<file path="src/rtl/antenna_gain_table_interpolator_top_defines.svh">
// ----------------------------------------------------------------------------
// Antenna gain table interpolator assertion macros
// Concurrent assertion wrappers, compiled out when NO_ASSERTIONS is set.
// ----------------------------------------------------------------------------
`ifndef ANTENNA_GAIN_TABLE_INTERPOLATOR_TOP_DEFINES_SVH
`define ANTENNA_GAIN_TABLE_INTERPOLATOR_TOP_DEFINES_SVH

`ifndef NO_ASSERTIONS
// Assert a property on the rising edge, held off during reset.
`define AGTI_ASSERT(lbl, ck, rn, prop) \
lbl: assert property (@(posedge ck) disable iff (!rn) prop) \
	else $error("agti: assertion failed");
// Assert that a condition implies an expression in the following cycle.
`define AGTI_ASSERT_NEXT(lbl, ck, rn, cond, expr) \
lbl: assert property (@(posedge ck) disable iff (!rn) (cond) |=> (expr)) \
	else $error("agti: next-cycle assertion failed");
`else
`define AGTI_ASSERT(lbl, ck, rn, prop)
`define AGTI_ASSERT_NEXT(lbl, ck, rn, cond, expr)
`endif

`endif

</file>
<file path="src/rtl/agti_pkg.sv">
// ----------------------------------------------------------------------------
// Antenna gain table interpolator package
// Shared widths, codes, types and the angle wrap function.
// ----------------------------------------------------------------------------
package agti_pkg;

	localparam int FRAC_BITS   = 8;
	localparam int TABLE_DEPTH = 360;
	localparam int IDX_W       = 9;
	localparam int ENTRY_W     = 16;
	localparam int AZ_W        = 19;
	localparam int EL_W        = 18;
	localparam int GAIN_W      = 18;
	localparam int OP_W        = 2;
	localparam int ANGLE_W     = IDX_W + FRAC_BITS;

	localparam int GAIN_MAX = 98303;
	localparam int GAIN_MIN = -98304;

	// One full turn in angle units
	localparam int CIRCLE       = TABLE_DEPTH << FRAC_BITS;
	// Offset that lifts any AZ_W-bit signed angle to a non-negative value
	localparam int WRAP_OFS_MUL = ((2 ** (AZ_W - 1)) + CIRCLE - 1) / CIRCLE;
	localparam int WRAP_OFS     = WRAP_OFS_MUL * CIRCLE;
	localparam int WRAP_W       = $clog2(2 * WRAP_OFS);
	localparam int WRAP_STEPS   = $clog2(2 * WRAP_OFS_MUL);

	// Result queue
	localparam int QUEUE_DEPTH = 8;
	localparam int QPTR_W      = 3;
	localparam int QCNT_W      = 4;

	// Configuration port
	localparam int CFG_ADDR_W = 3;
	localparam int CFG_DATA_W = 32;
	localparam logic [0:0] REG_PEAK_GAIN = 1'b0;

	typedef enum logic [OP_W-1:0] {
		OP_QUERY    = 2'd0,
		OP_WR_HORIZ = 2'd1,
		OP_WR_VERT  = 2'd2
	} op_t;

	typedef struct packed {
		logic                      we;
		logic [IDX_W-1:0]          addr;
		logic signed [ENTRY_W-1:0] data;
	} ram_wr_t;

	// Reduce an angle modulo one turn by a short chain of conditional subtracts
	function automatic logic [ANGLE_W-1:0] wrap_angle(input logic signed [AZ_W-1:0] a);
		logic [WRAP_W-1:0] x;
		logic [WRAP_W-1:0] step;
		x = WRAP_W'(int'(a) + WRAP_OFS);
		for (int k = WRAP_STEPS - 1; k >= 0; k--) begin
			step = WRAP_W'(CIRCLE << k);
			if (x >= step) begin
				x = x - step;
			end
		end
		return ANGLE_W'(x);
	endfunction

endpackage

</file>
<file path="src/rtl/agti_out_queue.sv">
// ----------------------------------------------------------------------------
// Result queue
// Small FIFO with an outstanding-query count that throttles the input.
// ----------------------------------------------------------------------------
`include "antenna_gain_table_interpolator_top_defines.svh"

module agti_out_queue (
	input  logic                               clk,
	input  logic                               arst_n,
	input  logic                               take,
	input  logic                               push,
	input  logic signed [agti_pkg::GAIN_W-1:0] push_data,
	input  logic                               pop,
	output logic                               valid,
	output logic signed [agti_pkg::GAIN_W-1:0] data,
	output logic                               full
);

	logic signed [agti_pkg::GAIN_W-1:0] fifo_q [agti_pkg::QUEUE_DEPTH];
	logic [agti_pkg::QPTR_W-1:0]        wr_ptr_q;
	logic [agti_pkg::QPTR_W-1:0]        rd_ptr_q;
	logic [agti_pkg::QCNT_W-1:0]        fill_q;
	logic [agti_pkg::QCNT_W-1:0]        outst_q;

	function automatic logic [agti_pkg::QCNT_W-1:0] QCNT_W_ONE(input logic b);
		return agti_pkg::QCNT_W'(b);
	endfunction

	assign valid = (fill_q != '0);
	assign data  = fifo_q[rd_ptr_q];
	assign full  = (outst_q == agti_pkg::QCNT_W'(agti_pkg::QUEUE_DEPTH));

	always_ff @(posedge clk) begin
		if (push) begin
			fifo_q[wr_ptr_q] <= push_data;
		end
	end

	always_ff @(posedge clk or negedge arst_n) begin
		if (!arst_n) begin
			wr_ptr_q <= '0;
			rd_ptr_q <= '0;
			fill_q   <= '0;
			outst_q  <= '0;
		end else begin
			if (push) begin
				wr_ptr_q <= wr_ptr_q + 1'b1;
			end
			if (pop) begin
				rd_ptr_q <= rd_ptr_q + 1'b1;
			end
			fill_q  <= fill_q + QCNT_W_ONE(push) - QCNT_W_ONE(pop);
			outst_q <= outst_q + QCNT_W_ONE(take) - QCNT_W_ONE(pop);
		end
	end

	`AGTI_ASSERT(a_fill_le_outst, clk, arst_n, (fill_q <= outst_q))
	`AGTI_ASSERT(a_outst_bound, clk, arst_n, (outst_q <= agti_pkg::QCNT_W'(agti_pkg::QUEUE_DEPTH)))
	`AGTI_ASSERT(a_no_overflow, clk, arst_n, push |-> (fill_q < agti_pkg::QCNT_W'(agti_pkg::QUEUE_DEPTH)))

endmodule

</file>
<file path="config.mk">
export PLATFORM = sky130hd
export DESIGN_NAME = agti_out_queue
export DESIGN_NICKNAME = d
export VERILOG_FILES = /design/src/rtl/agti_pkg.sv /design/src/rtl/agti_out_queue.sv
export VERILOG_INCLUDE_DIRS = /design/src /design/src/rtl
export SDC_FILE = /design/constraint.sdc
export NUM_CORES = 1
export LEC_CHECK = 0
export ABC_AREA = 1
export BUFFER_PORTS_ARGS = -buffer_cell sky130_fd_sc_hd__buf_2
export CAP_MARGIN = 5
export CELL_PAD_IN_SITES_DETAIL_PLACEMENT = 1
export CELL_PAD_IN_SITES_GLOBAL_PLACEMENT = 2
export CORE_MARGIN = 2
export CORE_UTILIZATION = 39
export CTS_CLUSTER_DIAMETER = 50
export DETAILED_ROUTE_END_ITERATION = 10
export GPL_ROUTABILITY_DRIVEN = 1
export PLACE_DENSITY_LB_ADDON = 0.1
export SLEW_MARGIN = 20
export SYNTH_ARGS = -nofsm -noshare
export SYNTH_HDL_FRONTEND = slang
export SYNTH_SLANG_ARGS = --single-unit
</file>
<file path="constraint.sdc">
create_clock -name clk -period 2.6 [get_ports clk]
set_input_delay 0.78 -clock clk [delete_from_list [all_inputs] [get_ports clk]]
set_output_delay 0.78 -clock clk [all_outputs]
set_load 0.005 [all_outputs]
</file>
==> out/metrics.csv <==
stage;metric;value;unit
yosys;synth cell count leaders;nand2_1 (248), inv_1 (163), edfxtp_1 (144);
clocking;htree depth;4;
clocking;clk sinks;158;
critical_path;CP top delay family;flip-flops;
sta;Final Cycle Share;95.1;%
routing;WL per Instance;16.6;um
placed_design;cell area after placement;7670;um^2
routing;Post-route DRC;0;
critical_path;RR Startpoint;outst_q[0]$_DFF_PN0_;
yosys;EDFF count, synth;144;
clocking;worst skew pair latency;420;ps
yosys;xor/xnor share of the synthesized area;0.862;%
yosys;cell taking the most area after synthesis;edfxtp_1;
final_layout;Fillers;1985;
global_routing;GRT Util Overall;17.8;%
clocking;clk root buf;clkbuf_16;
yosys;most numerous cell in the Yosys netlist;nand2_1;
critical_path;critical path's largest stage delay;480;ps
die;Die Area;19300;um^2
yosys;register area share after synthesis;65.7;%
global_routing;number of global-route vias before repair;4954;
pwr;Cell Int Power;5.95;mW
clocking;CTS buffer count;17;
routing;Final ANT Viol Nets;0;
sta;worst hold slack;254;ps
die;Top Ports;43;
outcome;outcome;finished, final reports clean;
critical_path;Crit path buffers/inverters;3;
placed_design;HPWL after DPL;10000;um
die;Die W;139;um
routing;vias;4735;
die;Core ar.;17900;um^2
die;Die H;139;um
pwr;Clk pwr share;28.0;%
critical_path;Worst path most repeated cell;nand2_1;
clocking;CTS tree;done;
placed_design;number of port buffers;42;
sta;Hold Fails Final Rpt;0;
final_layout;Nets;803;
critical_path;beginning of the critical path;rd_ptr_q[0]$_DFFE_PN0P_;
yosys;Post-Synth Simple-Gate Area;18.9;%
routing;Pre-antenna DRT Iters;4;
routing;DRT iter0 DRCs;208;
sta;Worst-Margin Slew;362;ps
pwr;switching power;3.19;mW
yosys;largest family of logic cells by synthesized area;simple AND/OR/NAND/NOR gates;
critical_path;Setup CP Type;register to output pin;
final_layout;Finished Layout Cells;1008;
global_routing;initial antenna violation count;0;
pwr;P per Cell Area;1100;nW/um^2
critical_path;Slowest cell on crit path;dfrtp_2;
worst_hold_path;Hold Crit Class;primary input to asynchronous set/reset pin;
pwr;Switching Share;34.9;%
sta;PnR worst setup slack;129;ps
yosys;Yosys cell types;21;
final_layout;post-layout util;46.6;%
placed_design;placed insts;973;
yosys;Compound-Gate Fraction of Synth Area;0.282;%
yosys;Synth top area share;60.8;%
yosys;synth warn;0;
critical_path;CP endpoint kind;output pin;
placed_design;pre-CTS setup slack;441;ps
routing;routed wire length;16700;um
yosys;ys async rst share;8.86;%
placed_design;RePlAce Congestion;0.740;
sta;Max-slew headroom;75.9;%
critical_path;critical path launch point type;register;
yosys;Synth Cell Area;7110;um^2
sta;fmax;405;MHz
run;Max Cap Viol;0;
die;Initial Utilization;39.7;%
global_routing;pin count of the biggest net entering global routing;41;
global_routing;gr ovfl total;0;
final_layout;fin area;8350;um^2
yosys;Post-Syn Instances;707;
clocking;clock-pin slew on the worst setup and hold paths;60;ps
final_layout;antenna diode count;0;
pwr;leakage power;3.92;nW
final_layout;synthesis-to-finish area growth;17.4;%
die;FP Rows;49;
pwr;Flop pwr share;35.8;%
yosys;Syn Nets;744;
critical_path;worst endpoint required time;1820;ps
sta;setup tns final;0;ps
sta;max-slew violations;0;
clocking;CTS Buffer Depth;2;
critical_path;Cell Chain, Critical Path;inv_6 -> buf_12 -> nand2_1 -> nand3_1 -> nand2_1 -> nand2_1 -> nand2_1 -> buf_2;
global_routing;first-pass GRT wire length;26200;um
sta;final worst path period need;2470;ps
final_layout;share of cells above drive strength 1;13.4;%
clocking;# hold bufs at CTS;0;
yosys;ys flop type;edfxtp_1;
critical_path;crit-path max FO;20;
sta;Worst Skew;12.6;ps
pwr;Tot Pwr;9.14;mW
yosys;adder-cell share of the synthesized area;2.67;%
yosys;register bit total from synthesis;158;
sta;Setup violations, final;0;
pwr;combinational power share;36.2;%
yosys;post-synthesis mux area share;0;%
sta;RSZ-0062 raised after global routing;no;
critical_path;Worst EP arrival;1690;ps
yosys;top cells by area, synth;edfxtp_1 (61%), nand2_1 (13%), inv_1 (8.6%), nand3_1 (5.3%), dfrtp_1 (4.9%);
routing;Avg Vias per Cell;4.70;
pwr;worst vdd ir;0.540;mV
yosys;syn avg cell area;10.1;um^2
area by class of cell:
type,count,area (um^2),area share (%)
well taps,229,287,3.43
flip-flops and latches,158,4680,56.0
inverters,166,637,7.63
repair buffers,65,505,6.06
clock inverters,14,174,2.08
multi-input cells,358,1640,19.6
clock buffers,18,429,5.14
worst paths after layout:
check                                          end  slack [ps]  depth (start not counted)
max                                        data[9]         130                          8
min                           outst_q[2]$_DFF_PN0_         250                          1
max reg2reg                   outst_q[2]$_DFF_PN0_        1050                          7
min reg2reg                wr_ptr_q[0]$_DFFE_PN0P_         550                          2
max in group asynchronous  rd_ptr_q[0]$_DFFE_PN0P_        2080                          1
min in group clk           wr_ptr_q[0]$_DFFE_PN0P_         550                          2
power groups by stage:
stage	sequential [mW]	clock [mW]	combinational, mW
global route	3.31	2.71	3.80
CTS	3.28	2.60	3.28
finish	3.28	2.56	3.31
floorplan	3.28	0	2.16
detailed placement	3.33	0	3.26
global placement	3.31	0	3.19
worst register-to-register path, cell delays in order (launching register included):
cell and delay, ps:
dfrtp_1 340, inv_1 50, ha_1 260, inv_1 50, ha_1 160, inv_1 60, fa_1 380, xnor2_1 140
sequential cells by signal, indices dropped and copies added, names as in the netlist:
register and cells:
wr_ptr_q 3, fifo_q 144, outst_q 4, fill_q 4, rd_ptr_q 3
placed cells by master (no fill, tap or decap), types with 4 or more instances in the layout:
cell type,instances
clkbuf_16,19
buf_12,7
nor2_2,8
nand2_1,248
ha_1,12
inv_1,163
buf_2,42
dfrtp_1,13
buf_4,14
xor2_1,6
clkinv_1,5
edfxtp_1,144
nand3_1,75
bufinv_16,4
logic make-up after synthesis:
group / Yosys count
AND/OR/NAND/NOR: 333
buffers and inverters: 191
flip-flops: 158
adder cells (fa/ha/maj): 14
XOR/XNOR: 7
AO/OA/AOI/OAI: 4
what timing repair did:
item,in CTS,in global routing
endpoints found under the hold margin,0,0
gates resized for setup,0,4
setup endpoints to repair,0,14
buffers inserted,0,1
metal layers:
layer	global-route usage, %	share of wire, %
met4	5.69	1.3
met3	3.52	2.6
met1	22.4	45
met5	0	0
met2	31.0	51
No activity file was read; power rests on OpenSTA's default activity.
