===== src/rtl/antenna_gain_table_interpolator_top_defines.svh =====
// ----------------------------------------------------------------------------
// Antenna gain table interpolator assertion macros
// Concurrent assertion wrappers, compiled out when NO_ASSERTIONS is set.
// ----------------------------------------------------------------------------
`ifndef ANTENNA_GAIN_TABLE_INTERPOLATOR_TOP_DEFINES_SVH
`define ANTENNA_GAIN_TABLE_INTERPOLATOR_TOP_DEFINES_SVH

`ifndef NO_ASSERTIONS
// Assert a property on the rising edge, held off during reset.
`define AGTI_ASSERT(lbl, ck, rn, prop) \
lbl: assert property (@(posedge ck) disable iff (!rn) prop) \
	else $error("agti: assertion failed");
// Assert that a condition implies an expression in the following cycle.
`define AGTI_ASSERT_NEXT(lbl, ck, rn, cond, expr) \
lbl: assert property (@(posedge ck) disable iff (!rn) (cond) |=> (expr)) \
	else $error("agti: next-cycle assertion failed");
`else
`define AGTI_ASSERT(lbl, ck, rn, prop)
`define AGTI_ASSERT_NEXT(lbl, ck, rn, cond, expr)
`endif

`endif


===== src/rtl/agti_pkg.sv =====
// ----------------------------------------------------------------------------
// Antenna gain table interpolator package
// Shared widths, codes, types and the angle wrap function.
// ----------------------------------------------------------------------------
package agti_pkg;

	localparam int FRAC_BITS   = 8;
	localparam int TABLE_DEPTH = 360;
	localparam int IDX_W       = 9;
	localparam int ENTRY_W     = 16;
	localparam int AZ_W        = 19;
	localparam int EL_W        = 18;
	localparam int GAIN_W      = 18;
	localparam int OP_W        = 2;
	localparam int ANGLE_W     = IDX_W + FRAC_BITS;

	localparam int GAIN_MAX = 98303;
	localparam int GAIN_MIN = -98304;

	// One full turn in angle units
	localparam int CIRCLE       = TABLE_DEPTH << FRAC_BITS;
	// Offset that lifts any AZ_W-bit signed angle to a non-negative value
	localparam int WRAP_OFS_MUL = ((2 ** (AZ_W - 1)) + CIRCLE - 1) / CIRCLE;
	localparam int WRAP_OFS     = WRAP_OFS_MUL * CIRCLE;
	localparam int WRAP_W       = $clog2(2 * WRAP_OFS);
	localparam int WRAP_STEPS   = $clog2(2 * WRAP_OFS_MUL);

	// Result queue
	localparam int QUEUE_DEPTH = 8;
	localparam int QPTR_W      = 3;
	localparam int QCNT_W      = 4;

	// Configuration port
	localparam int CFG_ADDR_W = 3;
	localparam int CFG_DATA_W = 32;
	localparam logic [0:0] REG_PEAK_GAIN = 1'b0;

	typedef enum logic [OP_W-1:0] {
		OP_QUERY    = 2'd0,
		OP_WR_HORIZ = 2'd1,
		OP_WR_VERT  = 2'd2
	} op_t;

	typedef struct packed {
		logic                      we;
		logic [IDX_W-1:0]          addr;
		logic signed [ENTRY_W-1:0] data;
	} ram_wr_t;

	// Reduce an angle modulo one turn by a short chain of conditional subtracts
	function automatic logic [ANGLE_W-1:0] wrap_angle(input logic signed [AZ_W-1:0] a);
		logic [WRAP_W-1:0] x;
		logic [WRAP_W-1:0] step;
		x = WRAP_W'(int'(a) + WRAP_OFS);
		for (int k = WRAP_STEPS - 1; k >= 0; k--) begin
			step = WRAP_W'(CIRCLE << k);
			if (x >= step) begin
				x = x - step;
			end
		end
		return ANGLE_W'(x);
	endfunction

endpackage


===== src/rtl/agti_interp.sv =====
// ----------------------------------------------------------------------------
// Linear interpolator
// Blend two adjacent entries by the angle fraction, rounding toward minus
// infinity, and register the attenuation.
// ----------------------------------------------------------------------------
module agti_interp (
	input  logic                                clk,
	input  logic signed [agti_pkg::ENTRY_W-1:0] lo,
	input  logic signed [agti_pkg::ENTRY_W-1:0] hi,
	input  logic [agti_pkg::FRAC_BITS-1:0]      frac,
	output logic signed [agti_pkg::ENTRY_W-1:0] atten_s3
);

	localparam int PROD_W = agti_pkg::ENTRY_W + agti_pkg::FRAC_BITS + 2;

	logic signed [agti_pkg::ENTRY_W:0] diff;
	logic signed [PROD_W-1:0]          prod;
	logic signed [PROD_W-1:0]          step;
	logic signed [agti_pkg::ENTRY_W:0] sum;

	// lo*(1-f) + hi*f == lo + (hi-lo)*f, exact under the floor shift
	always_comb begin
		diff = (agti_pkg::ENTRY_W + 1)'(hi) - (agti_pkg::ENTRY_W + 1)'(lo);
		prod = diff * $signed({1'b0, frac});
		step = prod >>> agti_pkg::FRAC_BITS;
		sum  = (agti_pkg::ENTRY_W + 1)'(lo) + (agti_pkg::ENTRY_W + 1)'(step);
	end

	always_ff @(posedge clk) begin
		atten_s3 <= agti_pkg::ENTRY_W'(sum);
	end

endmodule


===== config.mk =====
export PLATFORM = sky130hd
export DESIGN_NAME = agti_interp
export DESIGN_NICKNAME = d
export VERILOG_FILES = /design/src/rtl/antenna_gain_table_interpolator_top_defines.svh /design/src/rtl/agti_pkg.sv /design/src/rtl/agti_interp.sv
export SDC_FILE = /design/constraint.sdc
export NUM_CORES = 1
export LEC_CHECK = 0
export ABC_AREA = 1
export BUFFER_PORTS_ARGS = -buffer_cell sky130_fd_sc_hd__clkbuf_2
export CAP_MARGIN = 15
export CORE_ASPECT_RATIO = 0.5
export CORE_MARGIN = 3
export CORE_UTILIZATION = 65
export DETAILED_ROUTE_END_ITERATION = 16
export PLACE_DENSITY = 0.86
export SETUP_SLACK_MARGIN = 0.05
export SYNTH_ARGS = -nofsm -noshare
export SYNTH_HDL_FRONTEND = slang
export SYNTH_SLANG_ARGS = --single-unit

===== constraint.sdc =====
create_clock -name clk -period 12.3 [get_ports clk]
set_clock_uncertainty 0.15 [all_clocks]
set_input_delay 0 -clock clk [delete_from_list [all_inputs] [get_ports clk]]
set_output_delay 0 -clock clk [all_outputs]
set_load 0.01 [all_outputs]

==> key figures, run 1 <==
Finish
  – FILL cells: 768
  – Largest registers: atten_s3: 16 flops
  – Nets: 1,191
  – Area of the multi-input gates: 0.00539 sq mm
  – Number of flip-flops under the largest register name: 16
  – Fraction of layout cells with a size suffix above 1: 0.0908
  – Ant. Diodes: 0
  – Reg area: 320 sq um
  – Core Util, Final: 0.736
  – Area Overhead vs Synth: 7.56%
  – Largest register by flop count: atten_s3

Detailed routing
  – Pre-Repair DR Iteration Count: 5
  – Max Used Layer: met4
  – Via count: 6,027
  – Drt drc: 0
  – M1 WL: 7.29 mm
  – DR vias/cell: 5.46
  – Met2 Routed Length: 7.42 mm
  – Met3 WL: 1.46 mm
  – Drt total wl: 16.4 mm
  – Routed WL per cell: 14.8 um
  – Post-route ant nets: 0
  – Drt initial violations: 460

Floorplan
  – # rows: 25
  – Core Area: 0.00970 sq mm
  – I/O pin count: 57
  – Die width: 149 um
  – Die area: 0.0115 sq mm
  – Effective utilization at floorplan: 0.684
  – Chip height: 77.5 um

STA
  – Worst-Margin Slew: 0.836 ns
  – Slew margin rel.: 0.439
  – Final hold viol count: 0
  – Min Tclk post-route: 7.83 ns
  – Slew Viols, Final: 0
  – RSZ-0062 raised after global routing: false
  – F_max: 128 MHz
  – Fin crit share: 0.636
  – Total negative setup slack: 0 ns
  – Hold slack final: 0.0370 ns
  – Setup Viol. Count Final: 0

Logic synthesis
  – Cell taking the most area after synthesis: fa_1
  – Synth unique cells: 43
  – Syn Area/Cell: 7.22 sq um
  – Yosys reg bits: 16
  – Share of the synthesized area in the top cell type: 0.314
  – Syn_nets: 1,139
  – Ys Warns: 0
  – Sequential fraction of the synthesis area: 0.0483
  – Area of the mapped netlist: 0.00664 sq mm
  – Cells taking the most area after synthesis: fa_1 31%, ha_1 14%, inv_1 13%
  – Post-synthesis instance total: 919

Worst hold path
  – Worst Hold Class: input port to flop
  – Hold Startpoint: lo[3]
  – Hold Path End: atten_s3[3]
  – Hold path cells: 3

Global routing
  – Overflow after GRT: 0
  – Largest net degree at the start of global routing: 18
  – Initial antenna violation count: 0
  – All-Layer GR Usage: 0.297
  – Vias in the first global route: 6,038
  – First-pass GRT wire length: 28.1 mm

Clock network
  – Root Buffer: clkbuf_16
  – Post_cts resized: 0
  – # clock sinks: 16
  – Clk buf depth: 2
  – CTS tree: built
  – TritonCTS Buffers: 3
  – Postcts setup bufs: 0
  – Clock slew at reported path FFs: 0.05 ns
  – H-tree Lvls: 1

Critical path
  – Highest-delay cell along the critical path: a21boi_0
  – Crit path DAT: 7.80 ns
  – Required time of the critical path: 12.27 ns
  – CP Launch Type: input port
  – WS Path Type: input port to flop
  – Worst Setup End Kind: flop
  – Most frequent CP cell: nand2_1
  – Worst path max stage delay: 0.56 ns
  – CP max FO: 5

Placement
  – Post-DP HPWL: 14.4 mm
  – Number of I/O port buffers: 56
  – GPL Wtd Cong: 0.986

Flow run
  – MaxCap Viol Count: 0

Outcome
  – Status: completed
critical path: cells and delay by family:
family / cells / cell delay (ns)
and+or+nand+nor: 11 / 1.11
AOI/OAI and AO/OA: 6 / 1.62
adders and majority gates: 8 / 3.31
xor gates and xnor gates: 3 / 0.72
buffers and inverters: 6 / 1.02
synthesized netlist by cell type:
cell and count:
inv_1 232, nand2_1 177, fa_1 104, nor2_1 86, ha_1 75, nand3_1 54
a21oi_1 48, xor2_1 24, o21ai_0 17, dfxtp_1 16, clkbuf_1 10, xnor2_1 10
nor3_1 6, o21bai_1 6, or2_2 6, nand2_2 4, a211oi_1 3, a21o_1 3
a21oi_2 3, nand2_4 3, nand2b_1 3, nand3_2 3, a21boi_0 2, clkinv_1 2
nand3b_1 2, nor2_2 2, o21a_1 2, a21boi_2 1, a221oi_1 1, a31oi_4 1
and3_1 1, buf_2 1, inv_2 1, nand4_1 1, nor4_1 1, nor4_2 1
o21ai_1 1, o21ai_2 1, o31ai_1 1, or2_1 1, or2_4 1, xnor2_2 1
xor2_2 1
repair_timing:
| item | 4_1_cts | 5_1_grt |
|---|---|---|
| hold buffers | 2 | 0 |
| setup endpoints to repair | 0 | 0 |
| hold endpoints to repair | 2 | 0 |
cell usage in the layout (no fill, tap or decap), types with 4 or more instances in the layout:
cell type and instances:
clkbuf_2 56, nand3_1 54, dfxtp_1 16, inv_1 232
xnor2_1 10, nor2_1 86, or2_2 6, fa_1 104
o21bai_1 6, o21ai_0 17, ha_1 75, a21oi_1 48
nor3_1 6, nand2_2 4, xor2_1 24, nand2_1 177
cell families (layout without fill, tap and decap cells):
group           Yosys count  after routing  share of synthesized area
simple gates            352            352                      0.227
fa+ha+maj               179            179                      0.455
flops                    16             16                     0.0483
compound gates           90             90                     0.0805
buf+inv                 246            296                      0.139
xor+xnor                 36             36                     0.0498
final cells by class:
| cell class | count | share of cell area |
|---|---|---|
| repair buffers | 58 | 0.0421 |
| flip-flops and latches | 16 | 0.0449 |
| inverters | 235 | 0.124 |
| clock buffers | 3 | 0.0105 |
| well taps | 135 | 0.0237 |
| multi-input cells | 657 | 0.755 |
worst max-delay path by stage:
stage,start,endpoint,cells past startpoint
global route,lo[0],atten_s3[9],34
finish,lo[0],atten_s3[9],34
detailed placement,lo[0],atten_s3[9],33
CTS,lo[0],atten_s3[9],34
global placement,lo[0],atten_s3[9],33
floorplan,hi[0],atten_s3[13],33
metal layers:
layer | up-vias | track usage
met2 | 260 | 0.480
met3 | 21 | 0.0537
met1 | 2865 | 0.429
met5 | - | 0
li1 | 2881 | -
met4 | 0 | 0.0438
metrics by stage:
| step | setup slack [ns] | instances | cell area, sq um |
|---|---|---|---|
| 3_3_place_gp | 5.15 | 1099 | 7040 |
| 2_1_floorplan | 6.19 | 919 | 6640 |
| 3_5_place_dp | 5.07 | 1099 | 7040 |
| 6_report | 4.47 | 1104 | 7140 |
| 5_1_grt | 4.13 | 1104 | 7140 |
| 4_1_cts | 4.71 | 1104 | 7140 |
Power of run 1 is not shown: default switching activity piles up to over one toggle a cycle in this logic, so the estimate is an artifact.
==> run 2: changes to the inputs <==
ABC_AREA = 0   (was 1)
CORE_UTILIZATION = 57   (was 65)
PLACE_DENSITY = 0.8   (was 0.86)
clock period = 6.9 ns   (was 12.3 ns; I/O delays follow)
==> run 2 against run 1 <==
  * The run now ends with negative setup slack left
  * Core utilization rose by 4.4 points
  * Sequential share of layout area fell by 0.62 points
  * Worst setup slack got worse by 4.6 ns
  * Final cell count fell by 1.6%
  * Non-clock buffer count rose by 122
  * Global-route usage fell by 2.9 points
  * Hold slack got worse by 0.025 ns
  * Final area rose by 16%
  * First-iteration DRC count rose by 13%
  * Count of clock-buffer cells in the layout did not move
  * Critical path depth rose by 1
  * Largest cell class unchanged
==> key figures, run 2 <==
Global routing
  – Initial antenna violation count: 0 (unchanged)
  – Overflow after GRT: 0 (unchanged)
  – First-pass GRT wire length: 27.6 mm (-1.8%)
  – All-Layer GR Usage: 0.268 (-0.0287)
  – Largest net degree at the start of global routing: 21 (+3)
  – Vias in the first global route: 6,187 (+2.5%)

Logic synthesis
  – Ys Warns: 0 (unchanged)
  – Syn_nets: 1,004 (-12%)
  – Most instantiated cells after synthesis: 173 x inv_1, 104 x fa_1, 95 x nand2_1
  – Top-count cell post-synth: inv_1
  – Post-synth EDFFs: 0 (unchanged)
  – Syn Area/Cell: 8.21 sq um (+14%)
  – Sequential fraction of the synthesis area: 0.0497 (+0.00148)
  – Cells taking the most area after synthesis: fa_1 32%, ha_1 15%, inv_1 10%
  – Top FF cell, synth: dfxtp_1
  – Yosys reg bits: 16 (unchanged)
  – Share of the synthesized area in the top cell type: 0.323 (+0.00963)
  – Cell taking the most area after synthesis: fa_1
  – Post-synthesis instance total: 784 (-15%)
  – Post-synth ARST share: 0 (unchanged)
  – Synth unique cells: 51 (+19%)
  – Area of the mapped netlist: 0.00644 sq mm (-3.0%)

Placement
  – Post-DP HPWL: 13.2 mm (-8.0%)
  – GPL Wtd Cong: 0.857 (-13%)
  – DP Worst Slack: -0.469 ns (-5.53 ns)
  – Placed cell count: 1,062 (-3.4%)
  – Number of I/O port buffers: 56 (unchanged)
  – DP Area: 0.00763 sq mm (+8.4%)

Critical path
  – WS Path Type: input port to flop
  – CP Launch Type: input port
  – Worst Setup End Kind: flop
  – Crit path DAT: 7.03 ns (-0.77 ns)
  – Most frequent CP cell: a21oi_2
  – Highest-delay cell along the critical path: fa_1
  – Worst path max stage delay: 0.63 ns (+0.07 ns)
  – Required time of the critical path: 6.93 ns (-5.34 ns)
  – CP max FO: 7 (+2)

Finish
  – Nets: 1,168 (-1.9%)
  – Number of flip-flops under the largest register name: 16 (unchanged)
  – Area Overhead vs Synth: 28.5%
  – Largest register by flop count: atten_s3
  – Reg area: 320 sq um (unchanged)
  – Fraction of layout cells with a size suffix above 1: 0.279 (+0.188)
  – Ant. Diodes: 0 (unchanged)
  – Area of the multi-input gates: 0.00581 sq mm (+7.8%)
  – Most frequent cells in the layout: 168 x inv_1, 120 x buf_4, 103 x fa_1
  – Commonest non-fill, non-tap cell in the layout: inv_1
  – Largest registers: atten_s3: 16 flops
  – FILL cells: 667 (-13%)
  – Post-route insts no fill: 1,086 (-1.6%)
  – Post-route cell area: 0.00827 sq mm (+16%)

STA
  – RSZ-0062 raised after global routing: true
  – Min Tclk post-route: 7.00 ns
  – Final hold viol count: 0 (unchanged)
  – Setup slack after layout: -0.103 ns (-4.58 ns)
  – Fin crit share: 1.01
  – F_max: 143 MHz
  – Setup Viol. Count Final: 3 (+3)
  – Worst-Margin Slew: 0.572 ns (-0.264 ns)
  – Slew margin rel.: 0.619 (+0.180)
  – Slew Viols, Final: 0 (unchanged)

Floorplan
  – Die width: 156 um (+5.0%)
  – Chip height: 81.2 um (+4.8%)
  – Effective utilization at floorplan: 0.607 (-0.0773)
  – Core Area: 0.0106 sq mm (+9.4%)
  – I/O pin count: 57 (unchanged)
  – # rows: 26 (+4.0%)
  – Die area: 0.0127 sq mm (+10%)

Clock network
  – # clock sinks: 16 (unchanged)
  – Clock slew at reported path FFs: 0.05 ns (about the same)
  – TritonCTS Buffers: 3 (unchanged)
  – Root Buffer: clkbuf_16
  – H-tree Lvls: 1 (unchanged)
  – CTS tree: built
  – Clk buf depth: 2 (unchanged)

Detailed routing
  – Drt initial violations: 519 (+13%)
  – Via count: 6,200 (+2.9%)
  – Drt total wl: 18.8 mm (+15%)
  – Pre-Repair DR Iteration Count: 5 (unchanged)
  – Routed WL per cell: 17.3 um (+16%)
  – Drt drc: 0 (unchanged)
  – Post-route ant nets: 0 (unchanged)
  – DR vias/cell: 5.71 (+4.6%)

Flow run
  – MaxCap Viol Count: 0 (unchanged)

Outcome
  – Status: finished with violations
  – Failing checks: negative setup slack

Worst hold path
  – Worst Hold Class: input port to flop
-- run 2: final cells by class --
type	instances	area share
well taps	140	0.0212
multi-input cells	574	0.703
clock buffers	3	0.00907
flip-flops and latches	16	0.0387
inverters	173	0.0788
repair buffers	180	0.150
-- run 2: cells by family after synthesis --
| family | Yosys count | synth area share |
|---|---|---|
| compound gates | 99 | 0.107 |
| xor+xnor | 41 | 0.0579 |
| fa+ha+maj | 179 | 0.469 |
| buf+inv | 194 | 0.113 |
| flops | 16 | 0.0497 |
| simple gates | 255 | 0.203 |
-- run 2: path summary, 6_finish.rpt --
kind / from / end / slack, ns / cells past startpoint
hold / removal: lo[1] / atten_s3[1] / 0.01 / 3
setup / recovery: lo[1] / atten_s3[14] / -0.10 / 35
-- run 2: routing by layer --
| layer | track usage | wire, um | vias up |
|---|---|---|---|
| met2 | 0.501 | 9680 | 312 |
| li1 | - | - | 2797 |
| met5 | 0 | 0 | - |
| met1 | 0.327 | 7260 | 3015 |
| met3 | 0.0426 | 1210 | 76 |
| met4 | 0.0716 | 601 | 0 |
-- run 2: metrics by stage --
step | util | hold slack [ns] | setup TNS [ns]
3_3_place_gp | 0.720 | 0.193 | -0.726
4_1_cts | 0.743 | 0.0118 | 0
2_1_floorplan | - | -0.0201 | 0
5_1_grt | 0.780 | 0.0379 | -1.02
6_report | 0.780 | 0.0117 | -0.223
3_5_place_dp | 0.720 | 0.205 | -1.60
-- run 2: what timing repair did --
action,in CTS,in global routing
buffers inserted,6,17
endpoints found under the setup margin,3,8
gates resized for setup,25,58
endpoints found under the hold margin,1,0
pin swaps,20,72
hold buffers,1,0
-- run 2: critical path: cells and delay by family --
family	cells	cell delay, ns
xor gates and xnor gates	3	0.43
buffers and inverters	8	0.79
and+or+nand+nor	5	0.80
adders and majority gates	7	2.98
AOI/OAI and AO/OA	12	2.04
Power of run 2 is left out for the same reason.
==> run 3: changes to the inputs <==
CORE_UTILIZATION = 45   (was 57)
CTS_CLUSTER_SIZE = 14   (was default)
PLACE_DENSITY = 0.65   (was 0.8)
==> run 3 against run 2 <==
  * The flow now finishes without violations
  * Sequential cell count stayed put
  * Die area rose by 25%
  * Routed wire length down 12%
  * Critical path depth up 2
  * Maximum frequency is 2.6% higher
  * Critical path type unchanged
==> key figures, run 3 (same netlist as run 2, synthesis figures left out) <==
Global routing
  – First-pass GRT wire length: 26.5 mm (-3.7%)
  – All-Layer GR Usage: 0.200 (-0.0678)
  – Overflow after GRT: 0 (unchanged)
  – Largest net degree at the start of global routing: 21 (unchanged)
  – Vias in the first global route: 5,851 (-5.4%)
  – Initial antenna violation count: 0 (unchanged)

Critical path
  – Worst path max stage delay: 0.50 ns (-0.13 ns)
  – Most frequent CP cell: a21oi_2
  – Worst Setup End Kind: flop
  – Required time of the critical path: 6.89 ns (-0.04 ns)
  – WS Path Type: input port to flop
  – Highest-delay cell along the critical path: fa_1
  – Crit path DAT: 6.81 ns (-0.22 ns)
  – CP max FO: 3 (-4)
  – CP Launch Type: input port

Floorplan
  – Chip height: 90.6 um (+12%)
  – Die area: 0.0159 sq mm (+25%)
  – Effective utilization at floorplan: 0.467 (-0.140)
  – Core Area: 0.0138 sq mm (+30%)
  – Die width: 175 um (+12%)
  – # rows: 30 (+15%)
  – I/O pin count: 57 (unchanged)

Clock network
  – CTS tree: built
  – # clock sinks: 16 (unchanged)
  – Clk buf depth: 2 (unchanged)
  – Clock slew at reported path FFs: 0.05 ns (about the same)
  – H-tree Lvls: 1 (unchanged)
  – TritonCTS Buffers: 3 (unchanged)
  – Root Buffer: clkbuf_16

STA
  – Worst-Margin Slew: 0.553 ns (-0.0190 ns)
  – Hold slack final: 0.0589 ns (+0.0472 ns)
  – Slew margin rel.: 0.631 (+0.0127)
  – Final hold viol count: 0 (unchanged)
  – Min Tclk post-route: 6.82 ns (-0.178 ns)
  – Fin crit share: 0.989 (-0.0259)
  – Slew Viols, Final: 0 (unchanged)
  – Setup Viol. Count Final: 0 (-3)
  – F_max: 147 MHz (+2.6%)
  – RSZ-0062 raised after global routing: true

Outcome
  – Status: completed

Placement
  – GPL Wtd Cong: 0.838 (-2.1%)
  – Number of I/O port buffers: 56 (unchanged)
  – Post-DP HPWL: 12.9 mm (-2.6%)
  – Placed cell count: 1,122 (+5.6%)

Finish
  – Largest registers: atten_s3: 16 flops
  – Nets: 1,179 (+0.94%)
  – Commonest non-fill, non-tap cell in the layout: inv_1
  – Core Util, Final: 0.623 (-0.157)
  – Ant. Diodes: 0 (unchanged)
  – Largest register by flop count: atten_s3
  – Most frequent cells in the layout: 169 x inv_1, 123 x buf_4, 102 x fa_1
  – Fraction of layout cells with a size suffix above 1: 0.299 (+0.0198)
  – Post-route insts no fill: 1,149 (+5.8%)
  – Number of flip-flops under the largest register name: 16 (unchanged)
  – Area Overhead vs Synth: 33.3%
  – FILL cells: 1,213 (+82%)

Detailed routing
  – Post-route ant nets: 0 (unchanged)
  – Drt total wl: 16.5 mm (-12%)
  – Via count: 5,761 (-7.1%)
  – Routed WL per cell: 14.3 um (-17%)
  – DR vias/cell: 5.01 (-12%)
  – Drt initial violations: 253 (-51%)
  – Pre-Repair DR Iteration Count: 5 (unchanged)
  – Drt drc: 0 (unchanged)

Worst hold path
  – Worst Hold Class: input port to flop

Flow run
  – MaxCap Viol Count: 0 (unchanged)
run 3: worst paths after layout:
check / from / to / slack, ns / depth (start not counted)
setup / recovery: lo[1] / atten_s3[15] / 0.08 / 37
hold / removal: lo[10] / atten_s3[10] / 0.06 / 4
run 3: critical path: cells and delay by family:
kind,cells,cell delay [ns]
XOR/XNOR,2,0.33
adder cells (fa/ha/maj),7,2.74
AO/OA/AOI/OAI,12,1.90
buffers and inverters,6,0.44
AND/OR/NAND/NOR,10,1.39
run 3: metrics by stage:
| stage | area (sq um) | TNS, ns | worst slack, ns |
|---|---|---|---|
| after global routing | 8580 | -0.425 | -0.185 |
| after detailed placement | 7760 | -2.02 | -0.527 |
| after CTS | 8060 | 0 | 0.0525 |
| after floorplan | 6490 | 0 | 0.0529 |
| final | 8580 | 0 | 0.0753 |
| after global placement | 7760 | -0.772 | -0.316 |
run 3: repair_timing:
| item | in CTS | in global routing |
|---|---|---|
| pin swaps | 20 | 90 |
| hold buffers | 1 | 0 |
| buffers inserted | 11 | 16 |
| setup endpoints to repair | 4 | 8 |
| endpoints found under the hold margin | 1 | 0 |
| gates resized for setup | 28 | 87 |
run 3: area by class of cell:
type	instances	area, sq um	share of cell area
sequential	16	320	0.0373
multi-input combinational	574	5920	0.689
inverter	173	654	0.0762
timing repair buffer	191	1380	0.160
tap	192	240	0.0280
clock buffer	3	75.1	0.00875
run 3: per-layer routing:
layer,share of wire,GRT usage,vias to the layer above
met5,0,0,-
met4,0.014,0.0358,0
met3,0.035,0.0285,25
met2,0.51,0.351,114
met1,0.44,0.268,2808
li1,-,-,2814
Power of run 3 is left out for the same reason.
